===== config.mk =====
export PLATFORM = sky130hd
export DESIGN_NAME = mols_select
export DESIGN_NICKNAME = d
export VERILOG_FILES = /design/src/rtl/mols_pkg.sv /design/src/rtl/mols_select.sv
export SDC_FILE = /design/constraint.sdc
export NUM_CORES = 1
export LEC_CHECK = 0
export ABC_CLOCK_PERIOD_IN_PS = 5000
export BUFFER_PORTS_ARGS = -buffer_cell sky130_fd_sc_hd__clkbuf_2
export CORE_AREA = 2 2 151 153
export CTS_CLUSTER_DIAMETER = 60
export DETAILED_ROUTE_END_ITERATION = 7
export DIE_AREA = 0 0 153 155
export HOLD_SLACK_MARGIN = 0.1
export SLEW_MARGIN = 20
export SYNTH_ARGS = -nofsm -noshare
export SYNTH_HDL_FRONTEND = slang
export SYNTH_SLANG_ARGS = --single-unit

===== constraint.sdc =====
create_clock -name clk_i -period 5 [get_ports clk_i]
set_clock_uncertainty 0.1 [all_clocks]
set_input_delay 0.25 -clock clk_i [delete_from_list [all_inputs] [get_ports clk_i]]
set_output_delay 0.25 -clock clk_i [all_outputs]
set_load 0.02 [all_outputs]

===== src/rtl/mols_pkg.sv =====
// Package for the median-of-loaded-set block: sizes, sequencer states
// and the request/response bundles between the top level and the select unit.
// No dependencies.
`timescale 1ns / 1ps

package mols_pkg;

  // Store depth and sample width
  localparam int CAPACITY     = 256;
  localparam int SAMPLE_WIDTH = 32;

  // Derived widths
  localparam int COUNT_W  = $clog2(CAPACITY + 1);
  localparam int ADDR_W   = $clog2(CAPACITY);
  localparam int BIT_W    = $clog2(SAMPLE_WIDTH);
  localparam int RESULT_W = SAMPLE_WIDTH + 1;

  // Sign flip: stored values compare unsigned in signed order
  localparam logic [SAMPLE_WIDTH-1:0] SIGN_BIT = {1'b1, {(SAMPLE_WIDTH-1){1'b0}}};
  localparam logic [BIT_W-1:0]        TOP_BIT  = BIT_W'(SAMPLE_WIDTH - 1);

  typedef enum logic [1:0] {
    SEL_IDLE,
    SEL_SCAN,
    SEL_DONE
  } sel_state_e;

  typedef struct packed {
    logic               start;
    logic [COUNT_W-1:0] count;
  } sel_req_t;

  typedef struct packed {
    logic                busy;
    logic                done;
    logic [RESULT_W-1:0] median;
    logic [COUNT_W-1:0]  count;
  } sel_rsp_t;

endpackage


===== src/rtl/mols_select.sv =====
// Radix select unit: finds the middle order statistics bit by bit, one
// store read and one masked compare per cycle, then forms twice the median.
// Depends on mols_pkg; reads mols_store through its registered port.
`timescale 1ns / 1ps

module mols_select (
  input  logic                              clk_i,
  input  logic                              rst_ni,
  input  mols_pkg::sel_req_t                req_i,
  output mols_pkg::sel_rsp_t                rsp_o,
  input  logic                              ack_i,
  output logic                              rd_en_o,
  output logic [mols_pkg::ADDR_W-1:0]       rd_addr_o,
  input  logic [mols_pkg::SAMPLE_WIDTH-1:0] rd_data_i
);
  import mols_pkg::*;

  sel_state_e              state_q, state_d;
  logic [COUNT_W-1:0]      n_q, n_d;
  logic [ADDR_W-1:0]       k_q, k_d;
  logic                    lo_pass_q, lo_pass_d;
  logic [BIT_W-1:0]        bit_q, bit_d;
  logic [SAMPLE_WIDTH-1:0] prefix_q, prefix_d;
  logic [COUNT_W-1:0]      issue_q, issue_d;
  logic [COUNT_W-1:0]      cnt_q, cnt_d;
  logic                    rd_vld_q;
  logic [SAMPLE_WIDTH-1:0] hi_q, hi_d;
  logic [SAMPLE_WIDTH-1:0] lo_q, lo_d;

  logic                    issue_more;
  logic [SAMPLE_WIDTH-1:0] mask;
  logic                    match;
  logic                    take_one;
  logic [SAMPLE_WIDTH-1:0] sel_val;
  logic [ADDR_W-1:0]       k_next;
  logic [SAMPLE_WIDTH-1:0] hi_u, lo_u;

  // Shared compare: upper bits equal the prefix and the current bit is zero
  assign mask  = {SAMPLE_WIDTH{1'b1}} << bit_q;
  assign match = (((rd_data_i ^ prefix_q) & mask) == '0);

  // Bit decision from the count of values below the candidate
  assign take_one = (COUNT_W'(k_q) >= cnt_q);
  assign sel_val  = take_one ? (prefix_q | (SAMPLE_WIDTH'(1) << bit_q)) : prefix_q;
  assign k_next   = take_one ? ADDR_W'(COUNT_W'(k_q) - cnt_q) : k_q;

  assign issue_more = (issue_q < n_q);
  assign rd_en_o    = (state_q == SEL_SCAN) && issue_more;
  assign rd_addr_o  = issue_q[ADDR_W-1:0];

  // Sequencer
  always_comb begin
    state_d   = state_q;
    n_d       = n_q;
    k_d       = k_q;
    lo_pass_d = lo_pass_q;
    bit_d     = bit_q;
    prefix_d  = prefix_q;
    issue_d   = issue_q;
    cnt_d     = cnt_q;
    hi_d      = hi_q;
    lo_d      = lo_q;
    case (state_q)
      SEL_IDLE: begin
        if (req_i.start) begin
          n_d       = req_i.count;
          k_d       = ADDR_W'(req_i.count >> 1);
          lo_pass_d = 1'b0;
          bit_d     = TOP_BIT;
          prefix_d  = '0;
          issue_d   = '0;
          cnt_d     = '0;
          state_d   = SEL_SCAN;
        end
      end
      SEL_SCAN: begin
        if (issue_more) begin
          issue_d = issue_q + COUNT_W'(1);
        end
        if (rd_vld_q && match) begin
          cnt_d = cnt_q + COUNT_W'(1);
        end
        // all beats of this pass counted: settle one bit
        if (!issue_more && !rd_vld_q) begin
          issue_d = '0;
          cnt_d   = '0;
          if (bit_q != '0) begin
            bit_d    = bit_q - BIT_W'(1);
            prefix_d = sel_val;
            k_d      = k_next;
          end else if (!lo_pass_q) begin
            hi_d = sel_val;
            if (n_q[0]) begin
              lo_d    = sel_val;
              state_d = SEL_DONE;
            end else begin
              // even count: also need the order statistic just below
              lo_pass_d = 1'b1;
              k_d       = ADDR_W'((n_q >> 1) - COUNT_W'(1));
              bit_d     = TOP_BIT;
              prefix_d  = '0;
            end
          end else begin
            lo_d    = sel_val;
            state_d = SEL_DONE;
          end
        end
      end
      SEL_DONE: begin
        if (ack_i) begin
          state_d = SEL_IDLE;
        end
      end
      default: begin
        state_d = SEL_IDLE;
      end
    endcase
  end

  always_ff @(posedge clk_i or negedge rst_ni) begin
    if (!rst_ni) begin
      state_q   <= SEL_IDLE;
      n_q       <= '0;
      k_q       <= '0;
      lo_pass_q <= 1'b0;
      bit_q     <= '0;
      prefix_q  <= '0;
      issue_q   <= '0;
      cnt_q     <= '0;
      rd_vld_q  <= 1'b0;
    end else begin
      state_q   <= state_d;
      n_q       <= n_d;
      k_q       <= k_d;
      lo_pass_q <= lo_pass_d;
      bit_q     <= bit_d;
      prefix_q  <= prefix_d;
      issue_q   <= issue_d;
      cnt_q     <= cnt_d;
      rd_vld_q  <= rd_en_o;
    end
  end

  // Selected values
  always_ff @(posedge clk_i) begin
    hi_q <= hi_d;
    lo_q <= lo_d;
  end

  // Remove the bias and add with sign extension
  assign hi_u = hi_q ^ SIGN_BIT;
  assign lo_u = lo_q ^ SIGN_BIT;

  assign rsp_o.busy   = (state_q != SEL_IDLE);
  assign rsp_o.done   = (state_q == SEL_DONE);
  assign rsp_o.median = {hi_u[SAMPLE_WIDTH-1], hi_u} + {lo_u[SAMPLE_WIDTH-1], lo_u};
  assign rsp_o.count  = n_q;

endmodule

==> impl_metrics.tcl <==
set metrics [dict create \
    drtAntennaViolNets 0 \
    yosysTopAreaCellShare_pct 22.0 \
    grt_max_degree 77 \
    synth.area.top_cells "edfxtp_1 (22%), dfrtp_1 (22%), ha_1 (8.3%)" \
    num_antenna_cells 0 \
    synth_cell_types 71 \
    crit_chain "ha_1, fa_1, a211oi_1, nor2_1, o311ai_2, a21boi_2, a31o_2, nand3_1, a311oi_1, a31oi_1, clkbuf_2" \
    clk_path_buf_depth 2 \
    first_pass_iters 4 \
    route.detailed.drc 0 \
    io_pins 98 \
    worstPathMaxFanout 5 \
    grt_pass1_vias 6717 \
    yosys.area_share.simple_pct 12.9 \
    power_leakage_uw 0.00443 \
    antenna_found_initial 0 \
    slew_headroom_pct 27.7 \
    outcome "completed" \
    nNetsFinal 1053 \
    path_buf_inv 1 \
    ys_ff_latch 140 \
    critPathSlowestCell "fa_1" \
    finalSetupTns_ps 0 \
    worstSetupStartpointType "register" \
    routedWlPerCell_um 17.8 \
    dp_slack_ps 1650 \
    drt-total-wl_um 22100 \
    fin_crit_sh_pct 75.7 \
    area_delta_synth_final_pct 16.0 \
    critPathTopFamily "compound AO/OA/AOI/OAI gates" \
    via_count 6828 \
    rsz0062_at_grt "no" \
    yosysMostFrequentCell "dfrtp_1" \
    synth_area_mm2 0.00875 \
    synthCells 860 \
    hold_path_class "in2reg" \
    period_needed_ps 3790 \
    power_per_cell_area_mw_per_mm2 450 \
    grt_usage_pct 19.1 \
    max-vdd-ir-drop_uv 304 \
    hold_violations 0 \
    cp_data_required_time_ps 4650 \
    yosys_warnings 0 \
    synth_edf_count 64 \
    drtIter0Drc 490 \
    die_x_um 153 \
    overflow 0 \
    fmax_ghz 0.264 \
    die_y_um 155 \
    via_per_inst 5.48 \
    total_power_uw 4570 \
    synth_flop_cell "dfrtp_1" \
    grt_pass1_wl_um 36100 \
    start_util_pct 39.4 \
    cts-htree-levels 4 \
    yosys-top-cells-count "dfrtp_1 (76), nand2_1 (68), edfxtp_1 (64)" \
    place.gp.congestion 0.841 \
    cap_violations 0 \
    die-area_mm2 0.0237 \
    postSynthNetCount 965 \
    async_reset_ff_share_pct 54.3 \
    path_clk_slew_ps 60 \
    clockRootBuffer "clkbuf_16" \
    worst_setup_path_end_kind "primary output" \
    core_mm2 0.0222 \
    rows 55 \
    synth_area_leader_cell "edfxtp_1" \
    setup_viol 0 \
    syn_area_per_cell_um2 10.2 \
    crit_type "reg2out" \
    clock-sinks 140 \
    final.setup.worst_slack_ps 1210 \
    hpwl_um 16100 \
    synth.area.mux_share_pct 1.57 \
    cts_inserted_buffers 17 \
    rrSetupSlack_ps 1580 \
    ys_seq_area_share_pct 43.7 \
    clk_latency_ps 430 \
    synth_xor_area_share_pct 7.50 \
    cp.arrival_ps 3440 \
    cpPeakStageDelay_ps 440 \
    drive_gt1_share_pct 18.6 \
    synth_top_family_by_area "compound AO/OA/AOI/OAI gates" \
    drv_slew 0 \
    cts_tree "done" \
    synth_fa_ha_area_share_pct 8.86 \
    portBuffers 97 \
    synth-compound-area-share_pct 21.3 \
    worst_slew_pin_slew_ps 1080 \
]
## stage by stage
step / hold WS [ps] / instance area, µm² / instances / util (%)
floorplan: -146 / 8750 / 860 / -
global placement: 376 / 9410 / 1203 / 42.4
detailed placement: 383 / 9410 / 1203 / 42.4
CTS: 271 / 10100 / 1246 / 45.7
global route: 311 / 10200 / 1246 / 45.7
finish: 264 / 10200 / 1246 / 45.7
## layout make-up
class | instances | area (µm²)
inverter | 34 | 128
clock buffer | 19 | 433
fill | 2133 | 12100
timing repair buffer | 114 | 647
tap | 285 | 357
multi-input combinational | 641 | 4570
clock inverter | 13 | 191
sequential | 140 | 3820
## cells in the final DEF, fill, tap and decap left out, types with 12 or more instances in the layout
master	Yosys	final
a21o_1	28	28
a21oi_1	48	48
a31o_2	18	18
a31oi_1	13	13
clkbuf_16	0	17
clkbuf_2	0	96
dfrtp_1	76	76
edfxtp_1	64	64
ha_1	58	58
inv_1	34	34
nand2_1	68	68
nand3_1	23	23
nor2_1	58	57
nor2b_1	12	12
nor3_1	20	18
o21ai_0	49	49
xnor2_1	48	48
xor2_1	27	27
## cells by family after synthesis
group | after synthesis
buffers and inverters | 79
DFF | 140
and+or+nand+nor | 233
AOI/OAI and AO/OA | 259
muxes | 13
xor gates and xnor gates | 75
adders and majority gates | 61
## path summary, 6_finish.rpt
kind                           from     endpoint  cells after the start
max                         hi_q[0]    rsp_o[41]                     11
min                        req_i[9]     cnt_q[8]                      5
max reg2reg                  n_q[6]  prefix_q[2]                     10
min reg2reg                  k_q[7]       k_q[7]                      1
max in group asynchronous    rst_ni  prefix_q[4]                      2
min in group asynchronous    rst_ni   issue_q[7]                      2
## power breakdown
part	leakage [µW]	internal (µW)	switching [µW]
Combinational	0.00257	651	906
Sequential	0.00157	1430	235
Clock	0.000294	839	513
Total	0.00443	2920	1650
## repair_timing
action / 4_1_cts / 5_1_grt
hold buffers: 11 / 0
hold endpoints to repair: 92 / 0
setup buffers: 0 / 0
resized for setup: 0 / 0
endpoints found under the setup margin: 0 / 0
## per-layer routing
layer	part of all wire, %	GRT usage [%]	vias up
met5	0	0	-
met4	1.2	5.42	0
met3	5.0	2.73	18
met2	49	32.0	184
met1	45	25.9	3290
li1	-	-	3336
## sequential cells by signal, summed over array words and instances (netlist names)
register	count
k_q	8
lo_q	32
rd_vld_q	1
prefix_q	32
issue_q	9
hi_q	32
lo_pass_q	1
bit_q	5
n_q	9
state_q	2
cnt_q	9
## tightest hold or removal path, cell delays in order
cell and delay, ps:
clkbuf_2 80, nor2_1 100, nor2_1 110, o21ai_0 90, a22o_1 120
No activity file was read; power rests on OpenSTA's default activity.
